--- config.mk ---
export PLATFORM = sky130hd
export DESIGN_NAME = car_queue
export DESIGN_NICKNAME = d
export VERILOG_FILES = /design/src/rtl/core/car_pkg.sv /design/src/rtl/core/car_queue.sv
export SDC_FILE = /design/constraint.sdc
export NUM_CORES = 1
export LEC_CHECK = 0
export ABC_AREA = 1
export CAP_MARGIN = 25
export CELL_PAD_IN_SITES_DETAIL_PLACEMENT = 1
export CELL_PAD_IN_SITES_GLOBAL_PLACEMENT = 2
export CORE_UTILIZATION = 46
export DETAILED_ROUTE_END_ITERATION = 12
export DONT_BUFFER_PORTS = 1
export PLACE_DENSITY = 0.79
export SYNTH_ARGS = -nofsm -noshare
export SYNTH_HDL_FRONTEND = slang
export SYNTH_SLANG_ARGS = --single-unit
--- constraint.sdc ---
create_clock -name clk -period 8.75 [get_ports clk]
set_input_delay 0.4375 -clock clk [delete_from_list [all_inputs] [get_ports clk]]
set_output_delay 0.4375 -clock clk [all_outputs]
set_load 0.005 [all_outputs]
--- src/rtl/core/car_pkg.sv ---
// ----------------------------------------------------------------------------
// car_pkg
// Shared constants, codes and item types of the complex arithmetic unit.
// ----------------------------------------------------------------------------
`default_nettype none

package car_pkg;

  // default number of fraction bits of the fixed-point operands
  localparam int FRAC_BITS_DEF = 16;

  // quotient bits produced by the divider (one per pipeline step)
  localparam int QBITS = 33;

  // square root steps for a 64-bit radicand (two bits per step)
  localparam int SQ_STEPS = 32;

  // operation codes
  localparam logic [2:0] ACT_ADD = 3'd0;
  localparam logic [2:0] ACT_SUB = 3'd1;
  localparam logic [2:0] ACT_MUL = 3'd2;
  localparam logic [2:0] ACT_DIV = 3'd3;
  localparam logic [2:0] ACT_MAG = 3'd4;

  // status codes
  localparam logic [1:0] ST_OK  = 2'd0;
  localparam logic [1:0] ST_SAT = 2'd1;
  localparam logic [1:0] ST_DZ  = 2'd2;

  // classified item, operands in sign-magnitude form
  typedef struct packed {
    logic [2:0]  act;
    logic [31:0] ar;
    logic [31:0] ai;
    logic [31:0] br;
    logic [31:0] bi;
    logic        nar;
    logic        nai;
    logic        nbr;
    logic        nbi;
    logic        fr;   // sign of b_real as added (flipped for subtract)
    logic        fi;   // sign of b_imag as added (flipped for subtract)
  } car_item_t;

  // side information riding along the divider / root pipeline
  typedef struct packed {
    logic [2:0]  act;
    logic        re_n;
    logic        im_n;
    logic        dz;
    logic [31:0] fast_re;
    logic [31:0] fast_im;
    logic        fast_sat;
  } car_meta_t;

endpackage

`default_nettype wire

--- src/rtl/core/car_queue.sv ---
// ----------------------------------------------------------------------------
// car_queue
// Two-entry queue between the front and the back part.
// ----------------------------------------------------------------------------
`default_nettype none

module car_queue (
  input  logic                clk,
  input  logic                rst,
  input  logic                push,
  input  car_pkg::car_item_t  push_item,
  output logic                ready,
  input  logic                pop,
  output car_pkg::car_item_t  head,
  output logic                head_valid
);

  car_pkg::car_item_t mem [2];
  logic [1:0] count;
  logic [1:0] count_next;
  logic       wp;
  logic       rp;
  logic       do_push;
  logic       do_pop;

  assign ready      = (count != 2'd2);
  assign head_valid = (count != 2'd0);
  assign head       = mem[rp];
  assign do_push    = push && ready;
  assign do_pop     = pop && head_valid;
  assign count_next = count + {1'b0, do_push} - {1'b0, do_pop};

  // pointers and fill level
  always_ff @(posedge clk) begin
    if (rst) begin
      count <= 2'd0;
      wp    <= 1'b0;
      rp    <= 1'b0;
    end else begin
      count <= count_next;
      if (do_push) wp <= ~wp;
      if (do_pop) rp <= ~rp;
    end
  end

  // storage
  always_ff @(posedge clk) begin
    if (do_push) mem[wp] <= push_item;
  end

endmodule

`default_nettype wire

==> impl_metrics.yaml <==
outcome:
  status: "finished, final reports clean"
route:
  firstDrtPassIters: 4
  wl_met1_um: 7750
  wirelength_um: 20500
  route.met2.wl_um: 10400
  post_drt_via_cell_ratio: 5.16
  wl_met3_um: 2040
  top_layer: "met4"
  antenna_left: 0
  vias: 4750
  drtIter0Drc: 199
  wire_per_inst_um: 22.3
  drc: 0
clock_network:
  cts_made_buffers: 29
  clk_latency_ns: 0.52
  cts_tree: "done"
  root_buffer: "clkbuf_16"
  htree_levels: 1
  cts_setup_buffers: 0
  clk_pin_slew_ns: 0.06
  cts.path.max_buffers: 3
  clock_sinks: 279
global_route:
  gr-total-overflow: 0
  antenna_found_initial: 0
  grt_pass1_vias: 5177
  grt_start_max_net_pins: 76
  grt_pass1_wl_um: 29000
  grt_usage: 0.170
die:
  initial_core_util: 0.468
  rows: 54
  die_y_um: 151
  die_w_um: 151
  core-area_um2: 21800
  ios: 280
  die_area_um2: 22800
synthesis:
  yosys_warnings: 0
  syn_area_um2: 10200
  ys_types: 11
  synth-simple-area-share: 0.00772
  avgSynthCellArea_um2: 22.0
  synth_xor_area_frac: 0
  synth_fp_nets: 606
  synth_top_family_by_area: "multiplexers"
  ys_seq_elements: 279
  synthMuxAreaShare: 0.151
  syn_inst: 463
  synth-compound-area-share: 0.000981
  ys_seq_area_frac: 0.816
  synth_fa_ha_area_frac: 0.00245
layout:
  diodes: 0
  drive_gt1_frac: 0.286
  fill_cells: 1848
  nNetsFinal: 764
  area_growth_pct: 24.4
  seqCellArea_um2: 8330
  multi_input_area_um2: 1660
setup_path:
  crit_arrival_ns: 2.81
  cp.required_ns: 8.31
  max_stage_delay_ns: 0.91
  critical_path.cell_chain: "buf_4 -> mux2_2"
  startpoint_type: "register"
  crit_fanout: 71
  slowest_stage: "dfxtp_4"
  worstSetupPathType: "register to output port"
  cp-end-kind: "output port"
timing:
  worst_pin_slew_ns: 1.02
  layout_min_cycle_time_ns: 3.24
  maxSlewHeadroom: 0.322
  tns_ns: 0
  fin_crit_sh: 0.371
  rsz0062_at_grt: "false"
  finalClockSkew_ns: 0.0102
  holdWs_ns: 0.0979
  finalMaxSlewViolations: 0
  finalHoldViolations: 0
  setup_viol: 0
  fmax_mhz: 308
power:
  p_per_area_nw_per_um2: 276
  p_leak_nw: 4.23
  finalPower_mw: 3.50
  ir_worst_vdd_v: 0.000233
hold_path:
  hold_class: "primary input to register"
placed_design:
  numPortBuffers: 0
  hpwl_um: 11800
  place_congestion: 0.756
run:
  maxCapViolCount: 0
worst max-delay path, delay by kind of cell (launching register included):
family                 cells  cell delay [ns]
DFF                        1             0.91
muxes                      1             0.45
buffers and inverters      1             0.84
cell usage in the layout (no fill, tap or decap), types with 2 or more instances in the layout:
| cell type | count |
|---|---|
| edfxtp_1 | 274 |
| dlygate4sd3_1 | 138 |
| mux2_2 | 137 |
| clkbuf_16 | 29 |
| nor2_1 | 8 |
| nand2_1 | 8 |
| inv_1 | 7 |
| clkinv_1 | 7 |
| clkinvlp_4 | 4 |
| clkbuf_1 | 4 |
| dfxtp_1 | 4 |
| buf_4 | 4 |
| nand3_1 | 3 |
| bufinv_16 | 3 |
| clkinv_2 | 3 |
| a21oi_1 | 2 |
| ha_1 | 2 |
cells in the mapped netlist:
| library cell | instances | area (um^2) |
|---|---|---|
| ha_1 | 2 | 25.0 |
| a21oi_1 | 2 | 10.0 |
| nand2_1 | 8 | 30.0 |
| nand3_1 | 3 | 15.0 |
| dfxtp_1 | 5 | 100 |
| buf_6 | 5 | 56.3 |
| clkbuf_8 | 10 | 138 |
| inv_1 | 8 | 30.0 |
| mux2_2 | 137 | 1540 |
| edfxtp_1 | 274 | 8230 |
| nor2_1 | 9 | 33.8 |
area by class of cell:
class                   count  area share
flip-flops and latches    279       0.656
multi-input cells         161       0.131
clock buffers              33      0.0583
well taps                 280      0.0276
repair buffers            142       0.111
clock inverters            17      0.0127
inverters                   8     0.00276
worst paths after layout:
path / depth (start not counted) / to / slack [ns] / startpoint
worst max-delay path: 2 / head[126] / 5.51 / register
worst min-delay path: 2 / wp$_SDFFE_PP0N_ / 0.1 / push
worst max register to register: 6 / mem[0][8]$_DFFE_PP_ / 5.87 / count[0]$_SDFF_PP0_
worst min register to register: 2 / rp$_SDFFE_PP0P_ / 0.55 / rp$_SDFFE_PP0P_
cell families (layout without fill, tap and decap cells):
group / Yosys count / in the layout
buffers and inverters: 23 / 200
AOI/OAI and AO/OA: 2 / 2
muxes: 137 / 137
DFF: 279 / 279
and+or+nand+nor: 20 / 20
adders and majority gates: 2 / 2
metal layers:
layer,up-vias,track usage
met5,-,0
met3,25,0.0605
met1,2373,0.191
met2,215,0.305
met4,0,0.0425
li1,2137,-
repair_timing:
action,in CTS,in global routing
endpoints found under the hold margin,275,0
hold buffers,138,0
resized for setup,0,0
flip-flops by register name (all words and copies together) (netlist names), named ones only:
name and flops:
mem 274, rp 1, count 2, wp 1
per-stage QoR:
stage	std cells	worst slack (ns)	utilization	instance area (um^2)
after global routing	920	5.29	0.582	12700
after global placement	732	6.01	0.477	10400
final	920	5.51	0.582	12700
after floorplan	463	1.84	-	10200
after detailed placement	732	5.87	0.477	10400
after CTS	920	5.43	0.582	12700
power by group:
part | switching (mW) | leakage, nW | internal, mW
combinational | 0.309 | 1.20 | 0.255
sequential | 0.0809 | 2.60 | 1.69
clock | 0.472 | 0.428 | 0.690
total | 0.861 | 4.23 | 2.64
(Power assumes the default switching activity.)
