**config.mk**
```make
export PLATFORM = sky130hd
export DESIGN_NAME = car_front
export DESIGN_NICKNAME = d
export VERILOG_FILES = /design/src/rtl/core/car_pkg.sv /design/src/rtl/core/car_front.sv
export SDC_FILE = /design/constraint.sdc
export NUM_CORES = 1
export LEC_CHECK = 0
export ABC_AREA = 1
export BUFFER_PORTS_ARGS = -buffer_cell sky130_fd_sc_hd__buf_2
export CAP_MARGIN = 20
export CELL_PAD_IN_SITES_DETAIL_PLACEMENT = 1
export CELL_PAD_IN_SITES_GLOBAL_PLACEMENT = 2
export CORE_AREA = 2 2 146 148
export DETAILED_ROUTE_END_ITERATION = 8
export DIE_AREA = 0 0 148 150
export PLACE_DENSITY_LB_ADDON = 0.08
export SLEW_MARGIN = 10
export SYNTH_ARGS = -nofsm -noshare
export SYNTH_HDL_FRONTEND = slang
export SYNTH_SLANG_ARGS = --single-unit
```
**constraint.sdc**
```tcl
create_clock -name vclk -period 2.55
set_clock_uncertainty 0.2 [all_clocks]
set_input_delay 0.1275 -clock vclk [all_inputs]
set_output_delay 0.1275 -clock vclk [all_outputs]
set_load 0.02 [all_outputs]
```
**src/rtl/core/car_pkg.sv**
```systemverilog
// ----------------------------------------------------------------------------
// car_pkg
// Shared constants, codes and item types of the complex arithmetic unit.
// ----------------------------------------------------------------------------
`default_nettype none

package car_pkg;

  // default number of fraction bits of the fixed-point operands
  localparam int FRAC_BITS_DEF = 16;

  // quotient bits produced by the divider (one per pipeline step)
  localparam int QBITS = 33;

  // square root steps for a 64-bit radicand (two bits per step)
  localparam int SQ_STEPS = 32;

  // operation codes
  localparam logic [2:0] ACT_ADD = 3'd0;
  localparam logic [2:0] ACT_SUB = 3'd1;
  localparam logic [2:0] ACT_MUL = 3'd2;
  localparam logic [2:0] ACT_DIV = 3'd3;
  localparam logic [2:0] ACT_MAG = 3'd4;

  // status codes
  localparam logic [1:0] ST_OK  = 2'd0;
  localparam logic [1:0] ST_SAT = 2'd1;
  localparam logic [1:0] ST_DZ  = 2'd2;

  // classified item, operands in sign-magnitude form
  typedef struct packed {
    logic [2:0]  act;
    logic [31:0] ar;
    logic [31:0] ai;
    logic [31:0] br;
    logic [31:0] bi;
    logic        nar;
    logic        nai;
    logic        nbr;
    logic        nbi;
    logic        fr;   // sign of b_real as added (flipped for subtract)
    logic        fi;   // sign of b_imag as added (flipped for subtract)
  } car_item_t;

  // side information riding along the divider / root pipeline
  typedef struct packed {
    logic [2:0]  act;
    logic        re_n;
    logic        im_n;
    logic        dz;
    logic [31:0] fast_re;
    logic [31:0] fast_im;
    logic        fast_sat;
  } car_meta_t;

endpackage

`default_nettype wire

```
**src/rtl/core/car_front.sv**
```systemverilog
// ----------------------------------------------------------------------------
// car_front
// Accepts items, splits operands into sign and magnitude and classifies them.
// ----------------------------------------------------------------------------
`default_nettype none

module car_front (
  input  logic                in_valid,
  output logic                in_ready,
  input  logic [2:0]          action,
  input  logic signed [31:0]  a_real,
  input  logic signed [31:0]  a_imag,
  input  logic signed [31:0]  b_real,
  input  logic signed [31:0]  b_imag,
  input  logic                q_ready,
  output logic                push,
  output car_pkg::car_item_t  item
);

  // two's complement to magnitude, -2^31 maps to 2^31
  function automatic logic [31:0] mag32(input logic [31:0] v);
    mag32 = v[31] ? (~v + 32'd1) : v;
  endfunction

  logic is_sub;

  assign in_ready = q_ready;
  assign push     = in_valid && q_ready;
  assign is_sub   = (action == car_pkg::ACT_SUB);

  // classify and split
  always_comb begin
    item.act = action;
    item.ar  = mag32(a_real);
    item.ai  = mag32(a_imag);
    item.br  = mag32(b_real);
    item.bi  = mag32(b_imag);
    item.nar = a_real[31];
    item.nai = a_imag[31];
    item.nbr = b_real[31];
    item.nbi = b_imag[31];
    item.fr  = is_sub ? !b_real[31] : b_real[31];
    item.fi  = is_sub ? !b_imag[31] : b_imag[31];
  end

endmodule

`default_nettype wire

```
==> key figures, run 1 <==
Outcome
  • Status: completed

Logic synthesis
  • Combinational family with the most area after synthesis: simple AND/OR/NAND/NOR gates
  • Proportion of synthesized area in mux cells: 0%
  • Netlist cell types: 23
  • XOR/XNOR Fraction of Synth Area: 13.0%
  • Yosys Warn Count: 0
  • Mapped Cells: roughly 890
  • Cell area after synthesis: 0.00405 sq mm
  • Post-synthesis compound-gate area fraction: approximately 4.0%
  • Post-synth net total: 1023
  • Synth Area in Simple Gates: 69.7%
  • Adder-cell share of the synthesized area: 1.24%
  • Post-synthesis sequential area ratio: 0%
  • Syn avg cell area: roughly 4.6 sq um

Cells and area
  • Layout cell share with drive strength beyond 1: 27.3%
  • Most common cell after layout, fill and taps aside: nand2_1
  • Seq_cells: 0
  • Fill cell total of the finished layout: 3017
  • Area of the multi-input gates: 0.00356 sq mm
  • Clkbuf count: 0
  • Commonest non-fill, non-tap cells in the layout: nand2_1 (372), buf_2 (272), nor2_1 (193)
  • Reg area: 0 sq um
  • Nets: 1277
  • Non-Filler Instances: 1414
  • Area grow syn2layout: 39.0%

Setup path
  • CP endpoint kind: output pin
  • WP data required: between 2 and 2.5 ns
  • Critical path fanouts, max: 5
  • Crit-path cells: buf_2 -> inv_1 -> ha_1 -> nand2_1 -> nor2_2 -> nand2_1 -> nand2_2 -> o21ai_0 -> nand2_1 -> nand2_1 -> buf_2
  • WP buf/inv: 3
  • Critical path depth: 11
  • Top delay family on crit path: simple AND/OR/NAND/NOR gates
  • Worst setup startpoint: a_real[0]
  • Worst EP arrival: 1.39 ns
  • Crit path largest cell delay: 0.21 ns
  • Setup crit end: item[120]
  • Crit Path Class: in2out
  • Most used cell along the critical path: nand2_1
  • Startpoint types: primary input
  • Slowest CP cell: nor2_2

Global route
  • First-pass GRT wire length: 30600 microns
  • Largest net degree at the start of global routing: 30
  • Vias in the first global route: 6051
  • Total GRT Usage: 16.7%
  • Total grt overflow: 0
  • Initial antenna violation count: 2

Die
  • Die Area: 0.0222 sq mm
  • Initial core utilization: 19.6%
  • Row cnt: 53
  • Die W: 148 microns
  • IO Count: between 200 and 300
  • Core ar.: 0.0207 sq mm
  • Height of the die: 150 microns

Timing
  • Final Hold Viols: 0
  • Actual slew at the worst max-slew pin: ~0.40 ns
  • Relative slew slack: between 70% and 80%
  • Fmax: 581 MHz
  • Unrepaired setup endpoints after global routing: no
  • Min Tclk post-route: 1.72 ns
  • Final Setup Violations: 0
  • Fin crit share: approximately 67%
  • Setup TNS: 0 ns
  • Max-slew violations: 0

Min path
  • HP Class: in2out

Route
  • DR iter-0 viols: approximately 170
  • Vias per std cell: ~4.3
  • ANT nets after route: 0
  • Drt pass-1 iters: 4
  • Overall routed net length: ~19000 microns
  • DRC viols: 0
  • Per-cell routed wire length: around 14 microns
  • Total number of vias: 6041

Power and ir drop
  • Peak supply drop: 0.0551 mV
  • Power Density: 203 mW/mm^2
  • Sequential Power Share: 0%
  • Clock share of power: 0%
  • Gate power share: 100.0%
  • NetSw: 759 uW
  • Switching Share: 66.4%
  • LEAKAGE: around 0.0031 uW
  • Int Pwr: roughly 380 uW

Clock tree
  • Setup bufs post-CTS: 0
  • Post-CTS resize count: 0
  • CTS Hold Buffers Added: 0

Placed design
  • Placed Cells: approximately 1400
  • Detailed placement HPWL: 17700 microns
  • I/O Buffers: 272
  • GP Congestion: 0.764

Job
  • Maxcap violations: 0
[cells in the mapped netlist]
master	n	area share [%]
nand3_4	1	0.43
xor2_1	22	4.8
nand2_2	7	1.1
nand4_1	4	0.62
nand2_1	372	34
nand3b_1	9	1.7
o21ai_0	23	2.8
buf_2	8	0.99
o21bai_1	1	0.19
o211ai_1	2	0.37
nand3_1	66	8.2
xnor2_1	38	8.2
ha_1	4	1.2
nor2_1	193	18
nor2_4	9	2.5
or3b_2	1	0.22
o21ai_1	3	0.37
a21oi_1	2	0.25
inv_2	3	0.28
nor2_2	14	2.2
inv_1	84	7.8
nor3_1	4	0.49
buf_4	16	3.0
[per-stage QoR]
| stage | hold slack (ns) | total power (uW) | utilization (%) | instance area (sq um) | worst slack, ns |
|---|---|---|---|---|---|
| 2_1_floorplan | 0.168 | 692 | - | 4050 | 1.10 |
| 3_3_place_gp | 0.285 | 1160 | 27.2 | 5620 | 0.819 |
| 3_5_place_dp | 0.286 | 1160 | 27.2 | 5620 | 0.792 |
| 4_1_cts | 0.286 | 1160 | 27.2 | 5620 | 0.793 |
| 5_1_grt | 0.296 | 1260 | 27.2 | 5630 | 0.635 |
| 6_report | 0.285 | 1140 | 27.2 | 5630 | 0.829 |
[layout make-up]
type | instances | share of cell area (%)
antenna | 1 | 0.0445
timing repair buffer | 276 | 24.7
inverter | 87 | 5.81
tap | 275 | 6.12
multi-input combinational | 775 | 63.3
[per-layer routing]
layer	part of all wire, %	track usage (%)	up-vias	wire length (microns)
met1	47	22.1	2690	9060
met5	0	0	-	0
met2	48	30.4	148	9290
li1	-	-	3197	-
met4	0.57	0.810	0	111
met3	5.2	1.89	6	1010
[kinds of logic after synthesis]
family | count (synthesis)
simple gates | 680
buf+inv | 111
xor+xnor | 60
compound gates | 31
fa+ha+maj | 4
[power by group through the flow]
stage	sequential [uW]	combinational, uW	clock [uW]
2_1_floorplan	0	692	0
3_3_place_gp	0	1160	0
3_5_place_dp	0	1160	0
4_1_cts	0	1160	0
5_1_grt	0	1260	0.0000524
6_report	0	1140	0.0000524
[worst min-delay path by stage]
stage | from | to | slack, ns | depth (start not counted)
after floorplan | q_ready | in_ready | 0.17 | 1
after global placement | action[2] | item[136] | 0.28 | 2
final | action[0] | item[134] | 0.28 | 2
after global routing | action[2] | item[136] | 0.30 | 2
after CTS | action[0] | item[134] | 0.29 | 2
after detailed placement | action[0] | item[134] | 0.29 | 2
Note: power is estimated with default switching activity, not from simulation.
==> inputs of run 2 (changes only) <==
--- a/config.mk
+++ b/config.mk
@@ -10,9 +10,9 @@
 export CAP_MARGIN = 20
 export CELL_PAD_IN_SITES_DETAIL_PLACEMENT = 1
 export CELL_PAD_IN_SITES_GLOBAL_PLACEMENT = 2
-export CORE_AREA = 2 2 146 148
+export CORE_AREA = 2 2 153 155
 export DETAILED_ROUTE_END_ITERATION = 8
-export DIE_AREA = 0 0 148 150
+export DIE_AREA = 0 0 155 157
 export PLACE_DENSITY_LB_ADDON = 0.08
 export SLEW_MARGIN = 10
 export SYNTH_ARGS = -nofsm -noshare
==> constraint.sdc (replaced) <==
create_clock -name vclk -period 1.7
set_clock_uncertainty 0.2 [all_clocks]
set_input_delay 0.085 -clock vclk [all_inputs]
set_output_delay 0.085 -clock vclk [all_outputs]
set_load 0.02 [all_outputs]
==> key figures, run 2 (synthesized netlist as in run 1, its figures left out) <==
Outcome
  • Status: completed (unchanged)

Setup path
  • WP data required: 1.41 ns (was 2.22 ns)
  • Crit Path Class: in2out (unchanged)
  • Startpoint types: primary input (unchanged)
  • CP endpoint kind: output pin (unchanged)
  • Critical path fanouts, max: 3 (was 5)
  • Worst EP arrival: 1.32 ns (was 1.39 ns)

Cells and area
  • Nets: 1290 (was 1277)
  • Reg area: 0 sq um (unchanged)
  • Fill cell total of the finished layout: 3172 (was 3017)
  • Most common cell after layout, fill and taps aside: nand2_1 (unchanged)
  • Layout cell share with drive strength beyond 1: 29.9% (was 27.3%)
  • Commonest non-fill, non-tap cells in the layout: nand2_1 (368), buf_2 (269), nor2_1 (184) (was nand2_1 (372), buf_2 (272), nor2_1 (193))
  • Clkbuf count: 0 (unchanged)
  • Seq_cells: 0 (unchanged)
  • Area grow syn2layout: 44.4% (was 39.0%)
  • Non-Filler Instances: 1437 (was 1414)

Power and ir drop
  • Gate power share: 100.0% (about the same)
  • Int Pwr: 603 uW (was 384 uW)
  • Sequential Power Share: 0% (about the same)
  • LEAKAGE: 0.00317 uW (was 0.00310 uW)
  • Switching Share: 65.8% (was 66.4%)
  • Clock share of power: 0% (about the same)
  • Peak supply drop: 0.120 mV (was 0.0551 mV)
  • Power Density: 302 mW/mm^2 (was 203 mW/mm^2)
  • NetSw: 1160 uW (was 759 uW)

Placed design
  • Detailed placement HPWL: 18300 microns (was 17700 microns)
  • I/O Buffers: 272 (unchanged)
  • GP Congestion: 0.794 (was 0.764)
  • Placed Cells: 1432 (was 1413)
  • DP Worst Slack: -0.0651 ns (was 0.792 ns)

Clock tree
  • CTS Hold Buffers Added: 0 (unchanged)

Route
  • DR iter-0 viols: 202 (was 174)
  • Drt pass-1 iters: 4 (unchanged)
  • DRC viols: 0 (unchanged)
  • Overall routed net length: 20200 microns (was 19500 microns)
  • Per-cell routed wire length: 14.1 microns (was 13.8 microns)
  • Total number of vias: 6101 (was 6041)
  • ANT nets after route: 0 (unchanged)
  • Vias per std cell: 4.25 (was 4.27)

Die
  • Die Area: 0.0243 sq mm (was 0.0222 sq mm)
  • Die W: 155 microns (was 148 microns)
  • IO Count: 272 (unchanged)
  • Height of the die: 157 microns (was 150 microns)
  • Initial core utilization: 18.0% (was 19.6%)
  • Row cnt: 55 (was 53)
  • Core ar.: 0.0225 sq mm (was 0.0207 sq mm)

Global route
  • Vias in the first global route: 6158 (was 6051)
  • Initial antenna violation count: 1 (was 2)
  • Total GRT Usage: 15.9% (was 16.7%)
  • Total grt overflow: 0 (unchanged)
  • First-pass GRT wire length: 31800 microns (was 30600 microns)
  • Largest net degree at the start of global routing: 28 (was 30)

Timing
  • Relative slew slack: 77.7% (was 73.4%)
  • Final Hold Viols: 0 (unchanged)
  • Worst setup margin: 0.0909 ns (was 0.829 ns)
  • Actual slew at the worst max-slew pin: 0.333 ns (was 0.400 ns)
  • Max-slew violations: 0 (unchanged)
  • Min Tclk post-route: 1.61 ns
  • Final Setup Violations: 0 (unchanged)
  • Fmax: 621 MHz
  • Unrepaired setup endpoints after global routing: yes (was no)
  • Fin crit share: 94.7%

Job
  • Maxcap violations: 0 (unchanged)

Min path
  • HP Class: in2out (unchanged)
[run 2: power by group through the flow]
stage	registers, uW	clock network [uW]	logic [uW]
5_1_grt	0	0	1950
3_3_place_gp	0	0	1770
2_1_floorplan	0	0	1040
3_5_place_dp	0	0	1770
6_report	0	0.0000786	1760
4_1_cts	0	0	1770
[run 2: stage by stage]
step / util (%) / area (sq um) / power (uW) / hold slack (ns) / TNS (ns)
2_1_floorplan: - / 4050 / 1040 / 0.0826 / 0
3_3_place_gp: 25.4 / 5720 / 1770 / 0.200 / -0.123
3_5_place_dp: 25.4 / 5720 / 1770 / 0.201 / -0.144
4_1_cts: 25.4 / 5720 / 1770 / 0.203 / 0
5_1_grt: 26.0 / 5840 / 1950 / 0.210 / -0.135
6_report: 26.0 / 5850 / 1760 / 0.200 / 0
[run 2: cell type report]
| class | count | area [sq um] | share of cell area (%) |
|---|---|---|---|
| Multi-Input combinational cell | 775 | 3650 | 62.5 |
| Timing Repair Buffer | 289 | 1510 | 25.8 |
| Tap cell | 285 | 357 | 6.10 |
| Inverter | 87 | 327 | 5.59 |
| Antenna cell | 1 | 2.50 | 0.0428 |
[run 2: worst paths after layout]
kind / from / endpoint / slack, ns / depth (start not counted)
worst max-delay path: a_real[6] / item[121] / 0.09 / 11
worst min-delay path: action[1] / item[135] / 0.20 / 2
[run 2: timing repair]
| action | CTS | global route |
|---|---|---|
| pin swaps | 1 | 10 |
| gates resized for setup | 1 | 28 |
| setup endpoints to repair | 6 | 38 |
| buffers inserted | 0 | 4 |
[run 2: routing by layer]
metal  wire [microns]  vias to the layer above  global-route usage [%]  part of all wire, %
li1                 -                     3223                       -                    -
met1             9760                     2694                    21.9                   48
met2             9240                      180                    27.8                   46
met3             1160                        4                    1.95                  5.7
met4               63                        0                   0.485                 0.31
met5                0                        -                       0                    0
[run 2: worst max-delay path, stage by stage]
cell	delay, ns
buf_2	0.12
nor2_1	0.18
nand2_1	0.09
nor2_2	0.19
buf_4	0.15
nand2_1	0.05
nand2_1	0.13
nand2_1	0.07
nand2_1	0.06
nand2_1	0.04
buf_2	0.15
